## config.mk

```make
export PLATFORM = sky130hd
export DESIGN_NAME = sha256_stream_hasher_top
export DESIGN_NICKNAME = d
export VERILOG_FILES = /design/src/rtl/sha256_pkg.sv /design/src/rtl/sha256_round.sv /design/src/rtl/sha256_stream_hasher_top.sv
export SDC_FILE = /design/constraint.sdc
export NUM_CORES = 2
export LEC_CHECK = 0
export ABC_AREA = 1
export CAP_MARGIN = 20
export CORE_ASPECT_RATIO = 2
export CORE_MARGIN = 3
export CORE_UTILIZATION = 45
export CTS_CLUSTER_DIAMETER = 120
export DETAILED_ROUTE_END_ITERATION = 10
export DONT_BUFFER_PORTS = 1
export HOLD_SLACK_MARGIN = 0.02
export PLACE_DENSITY_LB_ADDON = 0.25
export SETUP_SLACK_MARGIN = 0.4
export SLEW_MARGIN = 40
export SYNTH_ARGS = -nofsm -noshare
export SYNTH_HDL_FRONTEND = slang
export SYNTH_SLANG_ARGS = --single-unit
```

## constraint.sdc

```tcl
create_clock -name clock -period 14.56 [get_ports clock]
set_clock_uncertainty 0.2 [all_clocks]
set_input_delay 0.728 -clock clock [delete_from_list [all_inputs] [get_ports clock]]
set_output_delay 0.728 -clock clock [all_outputs]
set_load 0.1 [all_outputs]
```

## src/rtl/sha256_pkg.sv

```systemverilog
package sha256_pkg;

   typedef struct packed {
      logic       operation;
      logic [7:0] data_byte;
   } req_payload_type;

   typedef struct packed {
      logic [31:0] digest_word;
      logic [2:0]  word_index;
      logic        last_word;
   } rsp_payload_type;

   localparam logic OP_ABSORB = 1'b0;
   localparam logic OP_FINISH = 1'b1;

   localparam int unsigned BlockBytes = 64;
   localparam int unsigned LenPos     = 56;
   localparam logic [7:0]  PadByte    = 8'h80;

   localparam logic [31:0] START_HASH [8] = '{
      32'h6a09e667, 32'hbb67ae85, 32'h3c6ef372, 32'ha54ff53a,
      32'h510e527f, 32'h9b05688c, 32'h1f83d9ab, 32'h5be0cd19
   };

   localparam logic [31:0] ROUND_K [64] = '{
      32'h428a2f98, 32'h71374491, 32'hb5c0fbcf, 32'he9b5dba5,
      32'h3956c25b, 32'h59f111f1, 32'h923f82a4, 32'hab1c5ed5,
      32'hd807aa98, 32'h12835b01, 32'h243185be, 32'h550c7dc3,
      32'h72be5d74, 32'h80deb1fe, 32'h9bdc06a7, 32'hc19bf174,
      32'he49b69c1, 32'hefbe4786, 32'h0fc19dc6, 32'h240ca1cc,
      32'h2de92c6f, 32'h4a7484aa, 32'h5cb0a9dc, 32'h76f988da,
      32'h983e5152, 32'ha831c66d, 32'hb00327c8, 32'hbf597fc7,
      32'hc6e00bf3, 32'hd5a79147, 32'h06ca6351, 32'h14292967,
      32'h27b70a85, 32'h2e1b2138, 32'h4d2c6dfc, 32'h53380d13,
      32'h650a7354, 32'h766a0abb, 32'h81c2c92e, 32'h92722c85,
      32'ha2bfe8a1, 32'ha81a664b, 32'hc24b8b70, 32'hc76c51a3,
      32'hd192e819, 32'hd6990624, 32'hf40e3585, 32'h106aa070,
      32'h19a4c116, 32'h1e376c08, 32'h2748774c, 32'h34b0bcb5,
      32'h391c0cb3, 32'h4ed8aa4a, 32'h5b9cca4f, 32'h682e6ff3,
      32'h748f82ee, 32'h78a5636f, 32'h84c87814, 32'h8cc70208,
      32'h90befffa, 32'ha4506ceb, 32'hbef9a3f7, 32'hc67178f2
   };

   function automatic logic [31:0] rotr(input logic [31:0] x, input int unsigned n);
      rotr = (x >> n) | (x << (32 - n));
   endfunction

endpackage

```

## src/rtl/sha256_round.sv

```systemverilog
// One SHA-256 round plus one schedule extension step; shared over all 64 rounds.
module sha256_round (
   input  logic [31:0] state_in [8],
   input  logic [31:0] w_in,
   input  logic [31:0] k_in,
   input  logic [31:0] w16,
   input  logic [31:0] w15,
   input  logic [31:0] w7,
   input  logic [31:0] w2,
   output logic [31:0] state_out [8],
   output logic [31:0] w_ext
);
   import sha256_pkg::*;

   logic [31:0] a, e, s0, s1, ch, maj, t1, t2, ws0, ws1;

   always_comb begin
      a   = state_in[0];
      e   = state_in[4];
      s1  = rotr(e, 6) ^ rotr(e, 11) ^ rotr(e, 25);
      ch  = (e & state_in[5]) ^ (~e & state_in[6]);
      t1  = state_in[7] + s1 + ch + k_in + w_in;
      s0  = rotr(a, 2) ^ rotr(a, 13) ^ rotr(a, 22);
      maj = (a & state_in[1]) ^ (a & state_in[2]) ^ (state_in[1] & state_in[2]);
      t2  = s0 + maj;
      state_out[7] = state_in[6];
      state_out[6] = state_in[5];
      state_out[5] = state_in[4];
      state_out[4] = state_in[3] + t1;
      state_out[3] = state_in[2];
      state_out[2] = state_in[1];
      state_out[1] = state_in[0];
      state_out[0] = t1 + t2;
      ws0   = rotr(w15, 7) ^ rotr(w15, 18) ^ (w15 >> 3);
      ws1   = rotr(w2, 17) ^ rotr(w2, 19) ^ (w2 >> 10);
      w_ext = w16 + w7 + ws0 + ws1;
   end

endmodule

```

## src/rtl/sha256_stream_hasher_top.sv

```systemverilog
// channel | dir | handshake            | payload
// req_    | in  | req_valid/req_ready  | req_payload (operation, data_byte)
// rsp_    | out | rsp_valid/rsp_ready  | rsp_payload (digest_word, word_index, last_word)
//
// The 64th byte of a block holds req_ready low through load, 64 rounds in the
// shared round unit, and fold.
// A finish item fills the block one byte a cycle, then loads and compresses it;
// a pad byte at position 56 or later costs a second block of zeros and the
// length. Then 8 result items, one per accepted cycle.
// Synchronous active-high reset loads the initial hash and clears counts.
// req_ready is low while padding, compressing or emitting; rsp stalls hold the word.
module sha256_stream_hasher_top (
   input  logic                        clock,
   input  logic                        reset,
   input  logic                        req_valid,
   output logic                        req_ready,
   input  sha256_pkg::req_payload_type req_payload,
   output logic                        rsp_valid,
   input  logic                        rsp_ready,
   output sha256_pkg::rsp_payload_type rsp_payload
);
   import sha256_pkg::*;

   typedef enum logic [2:0] {
      ST_IDLE, ST_PAD, ST_LOAD, ST_ROUND, ST_FOLD, ST_EMIT
   } state_type;

   state_type   state_ff;
   logic [31:0] hash_ff [8];
   logic [31:0] work_ff [8];
   logic [31:0] w_ff [16];
   logic [6:0]  fill_ff;
   logic [60:0] count_ff;
   logic [5:0]  round_ff;
   logic        finishing_ff;
   logic        extra_ff;
   logic [2:0]  emit_ff;

   logic [31:0] round_out [8];
   logic [31:0] w_ext, w_cur;
   logic [63:0] bits;

   assign w_cur = (round_ff < 6'd16) ? w_ff[round_ff[3:0]] : w_ext;
   assign bits  = {count_ff, 3'b000};

   sha256_round u_round (
      .state_in (work_ff),
      .w_in     (w_cur),
      .k_in     (ROUND_K[round_ff]),
      .w16      (w_ff[round_ff[3:0]]),
      .w15      (w_ff[4'(round_ff[3:0] + 4'd1)]),
      .w7       (w_ff[4'(round_ff[3:0] + 4'd9)]),
      .w2       (w_ff[4'(round_ff[3:0] + 4'd14)]),
      .state_out(round_out),
      .w_ext    (w_ext)
   );

   assign req_ready = (state_ff == ST_IDLE);
   assign rsp_valid = (state_ff == ST_EMIT);
   assign rsp_payload.digest_word = hash_ff[emit_ff];
   assign rsp_payload.word_index  = emit_ff;
   assign rsp_payload.last_word   = (emit_ff == 3'd7);

   // message bytes go straight into the schedule window, big-endian per word
   always_ff @(posedge clock) begin
      if (reset) begin
         state_ff     <= ST_IDLE;
         fill_ff      <= '0;
         count_ff     <= '0;
         round_ff     <= '0;
         finishing_ff <= 1'b0;
         extra_ff     <= 1'b0;
         emit_ff      <= '0;
         for (int i = 0; i < 8; i++) hash_ff[i] <= START_HASH[i];
      end else begin
         case (state_ff)
            ST_IDLE: begin
               if (req_valid) begin
                  w_ff[fill_ff[5:2]][{~fill_ff[1:0], 3'b000} +: 8] <=
                     (req_payload.operation == OP_FINISH) ? PadByte : req_payload.data_byte;
                  fill_ff <= fill_ff + 7'd1;
                  if (req_payload.operation == OP_ABSORB) begin
                     count_ff <= count_ff + 61'd1;
                     if (fill_ff == 7'(BlockBytes - 1)) state_ff <= ST_LOAD;
                  end else begin
                     finishing_ff <= 1'b1;
                     extra_ff     <= (fill_ff >= 7'(LenPos));
                     state_ff     <= ST_PAD;
                  end
               end
            end
            ST_PAD: begin
               // zero fill one byte a cycle; length goes in at LenPos unless
               // this is the block before the last one, which holds only zeros after the pad
               if (fill_ff == 7'(BlockBytes)) begin
                  state_ff <= ST_LOAD;
               end else begin
                  if (fill_ff < 7'(LenPos) || extra_ff)
                     w_ff[fill_ff[5:2]][{~fill_ff[1:0], 3'b000} +: 8] <= 8'h00;
                  else
                     w_ff[fill_ff[5:2]][{~fill_ff[1:0], 3'b000} +: 8] <=
                        bits[{~fill_ff[2:0], 3'b000} +: 8];
                  fill_ff <= fill_ff + 7'd1;
               end
            end
            ST_LOAD: begin
               for (int i = 0; i < 8; i++) work_ff[i] <= hash_ff[i];
               round_ff <= '0;
               state_ff <= ST_ROUND;
            end
            ST_ROUND: begin
               for (int i = 0; i < 8; i++) work_ff[i] <= round_out[i];
               if (round_ff >= 6'd16) w_ff[round_ff[3:0]] <= w_ext;
               round_ff <= round_ff + 6'd1;
               if (round_ff == 6'd63) state_ff <= ST_FOLD;
            end
            ST_FOLD: begin
               for (int i = 0; i < 8; i++) hash_ff[i] <= hash_ff[i] + work_ff[i];
               fill_ff <= '0;
               if (!finishing_ff) begin
                  state_ff <= ST_IDLE;
               end else if (extra_ff) begin
                  extra_ff <= 1'b0;
                  state_ff <= ST_PAD;
               end else begin
                  emit_ff  <= '0;
                  state_ff <= ST_EMIT;
               end
            end
            ST_EMIT: begin
               if (rsp_ready) begin
                  emit_ff <= emit_ff + 3'd1;
                  if (emit_ff == 3'd7) begin
                     state_ff     <= ST_IDLE;
                     finishing_ff <= 1'b0;
                     count_ff     <= '0;
                     for (int i = 0; i < 8; i++) hash_ff[i] <= START_HASH[i];
                  end
               end
            end
            default: state_ff <= ST_IDLE;
         endcase
      end
   end

   a_ready_idle: assert property (@(posedge clock) disable iff (reset)
      req_ready |-> !rsp_valid) else $error("ready while emitting");
   a_emit_order: assert property (@(posedge clock) disable iff (reset)
      rsp_valid && rsp_ready && !rsp_payload.last_word |=> rsp_valid)
      else $error("digest burst broken");
   a_last_idle: assert property (@(posedge clock) disable iff (reset)
      rsp_valid && rsp_ready && rsp_payload.last_word |=> req_ready)
      else $error("not idle after digest");
   a_round_fold: assert property (@(posedge clock) disable iff (reset)
      state_ff == ST_ROUND && round_ff == 6'd63 |=> state_ff == ST_FOLD)
      else $error("round count slip");

endmodule

```

==> metrics.csv <==
stage,metric,value,unit
timing,max_slew_margin,29.8,%
synth,ys_ff_latch,1113,
clock_tree,insertion_delay,0.79,ns
drt,drcViolationCount,2,
layout,nets,11500,
die,initial_core_util,45.4,%
drt,wl_per_cell,31.4,um
worst_hold_path,hold_path_class,input port to register,
die,coreArea,190000,um^2
timing,finalMaxSlewViolations,0,
synth,yosysTopAreaCell,edfxtp_1,
setup_path,r2r_start,round_ff[0],
die,die_h,625,um
placement,hpwl,319,mm
synth,yosysSeqAreaShare,36.2,%
timing,rsz0062_at_grt,false,
placement,place.gp.congestion,1.14,
synth,synth_edf_count,896,
global_routing,grt_pass1_wl,596,mm
setup_path,crit_arrival,12.87,ns
clock_tree,cts_setup_buffers,0,
layout,layout_common_cells,"1,787 x nand2_1, 1,414 x inv_1, 1,410 x o21ai_0",
layout,layout.cells.most_common,nand2_1,
clock_tree,cts_buffers,110,
clock_tree,cts_resized,0,
die,dieArea,197000,um^2
timing,setup_viol,0,
drt,drtPass1Iterations,11,
drt,finalWirelength,424,mm
synth,syn_nets,11700,
worst_hold_path,hold_start,req_payload[8],
synth,avgSynthCellArea,7.77,um^2
drt,via_per_inst,6.34,
clock_tree,cts_tree,built,
setup_path,cp_max_fo,76,
synth,synthCells,11100,
timing,max_freq,0.0794,GHz
placement,portBuffers,0,
setup_path,cp_top_family,compound AO/OA/AOI/OAI gates,
clock_tree,cts-root-buf,clkbuf_16,
die,rows,226,
die,ioPinCount,51,
setup_path,critical_path_class,register to register,
drt,drtIter0Drc,10300,
drt,dr_total_vias,85600,
drt,drtAntennaViolNets,0,
setup_path,cp-startpoint,round_ff[0],
setup_path,start_kind,register,
synth,yosys_warnings,0,
timing,post-route-min-period,12.59,ns
clock_tree,htreeDepth,3,
run,maxCapViolations,0,
timing,tightest_slew,1.04,ns
timing,hold_violations,0,
setup_path,critPathCaptureType,register,
setup_path,worst_path_max_delay_cell,ha_4,
global_routing,grt_antenna_before_repair,10,
clock_tree,cts_buffer_depth,3,
synth,synth_top_area_share,31.2,%
run_status,violations,design-rule violations,
global_routing,grt_pass1_vias,84100,
global_routing,grt_usage,42.1,%
clock_tree,cts.sinks,1113,
global_routing,grt_max_degree,190,
die,die_width,316,um
run_status,outcome,"finished, violations left",
layout,drive_above_1_share,6.64,%
clock_tree,holdBufCountCts,2,
layout,area_growth,8.62,%
setup_path,critPathBufInv,5,
synth,ys_types,82,
synth,synth_area,86300,um^2
setup_path,critical-path-max-stage-delay,0.73,ns
setup_path,crit_top_cell,o21ai_0,
timing,timing.final.crit_share,86.5,%
synth,synthFlopType,edfxtp_1,
synth,synthArstFlopShare,0,%
setup_path,worstPathRequired,14.84,ns
timing,setup_tns,0,ns
clock_tree,clkTransAtPathRegs,0.07,ns
synth,synthTopCellsByArea,"edfxtp_1 31%, o21ai_0 8.3%, nand2_1 7.8%",
global_routing,grt_overflow,0,
==> per-layer routing <==
metal / GRT usage, % / part of all wire, %
met4: 50.3 / 15
met1: 37.2 / 29
met2: 72.6 / 48
met5: 0 / 0.0031
met3: 9.35 / 7.6
==> state kept, by name, summed over array words and instances, names as in the netlist, named ones only <==
register      flops
w_ff            512
hash_ff         256
work_ff         256
count_ff         61
fill_ff           7
round_ff          6
emit_ff           3
state_ff          3
extra_ff          1
finishing_ff      1
==> worst paths after layout <==
kind / end / cells after the start / slack (ns)
setup reg to reg: work_ff[126] / 46 / 1.97
setup / recovery: work_ff[126] / 46 / 1.97
hold reg to reg: count_ff[33] / 1 / 0.27
hold / removal: state_ff[1] / 3 / 0.07
==> cells by family after synthesis <==
kind of cell | synth area share, %
simple gates | 15.9
fa+ha+maj | 10.5
xor+xnor | 4.30
flops | 36.2
mux | 0.336
buf+inv | 9.21
compound gates | 23.5
==> per-stage QoR <==
step / setup slack [ns] / std cells / utilization [%] / instance area (um^2) / hold slack (ns)
after floorplan: 1.71 / 11100 / - / 86300 / 0.222
after global placement: 2.27 / 13300 / 47.1 / 89500 / 0.246
after detailed placement: 2.29 / 13300 / 47.3 / 89800 / 0.259
after CTS: 2.26 / 13500 / 49.2 / 93500 / 0.0214
after global routing: 1.27 / 13500 / 49.3 / 93800 / 0.0900
final: 1.97 / 13500 / 49.4 / 93800 / 0.0670
==> synth_stat cells, types with 177 or more instances <==
cell and count:
nor2_1 590, nand2_1 1791, nand3_1 585, inv_1 1427
o21ai_0 1439, xnor2_1 177, ha_1 410, edfxtp_1 896
o211ai_1 196, fa_1 196, clkbuf_1 423, xor2_1 247
a21oi_1 1315, dfxtp_1 217
==> worst reg2reg max path: cells and delay by family, from the launching register on <==
kind | cells | cell delay (ns)
compound gates | 17 | 4.08
xor+xnor | 4 | 1.03
fa+ha+maj | 7 | 3.40
buf+inv | 5 | 1.05
flops | 1 | 0.65
simple gates | 13 | 1.90
==> cell type report <==
type / count / area, um^2
fill: 18500 / 96200
multi-input combinational: 7935 / 47900
sequential: 1113 / 31300
inverter: 1458 / 5510
tap: 2508 / 3140
clock buffer: 139 / 2990
timing repair buffer: 258 / 2200
clock inverter: 68 / 708
antenna: 13 / 32.5
Power is left out: the tool's default activity adds up to more than one toggle a clock period on the data nets, which glitch-free logic cannot reach.
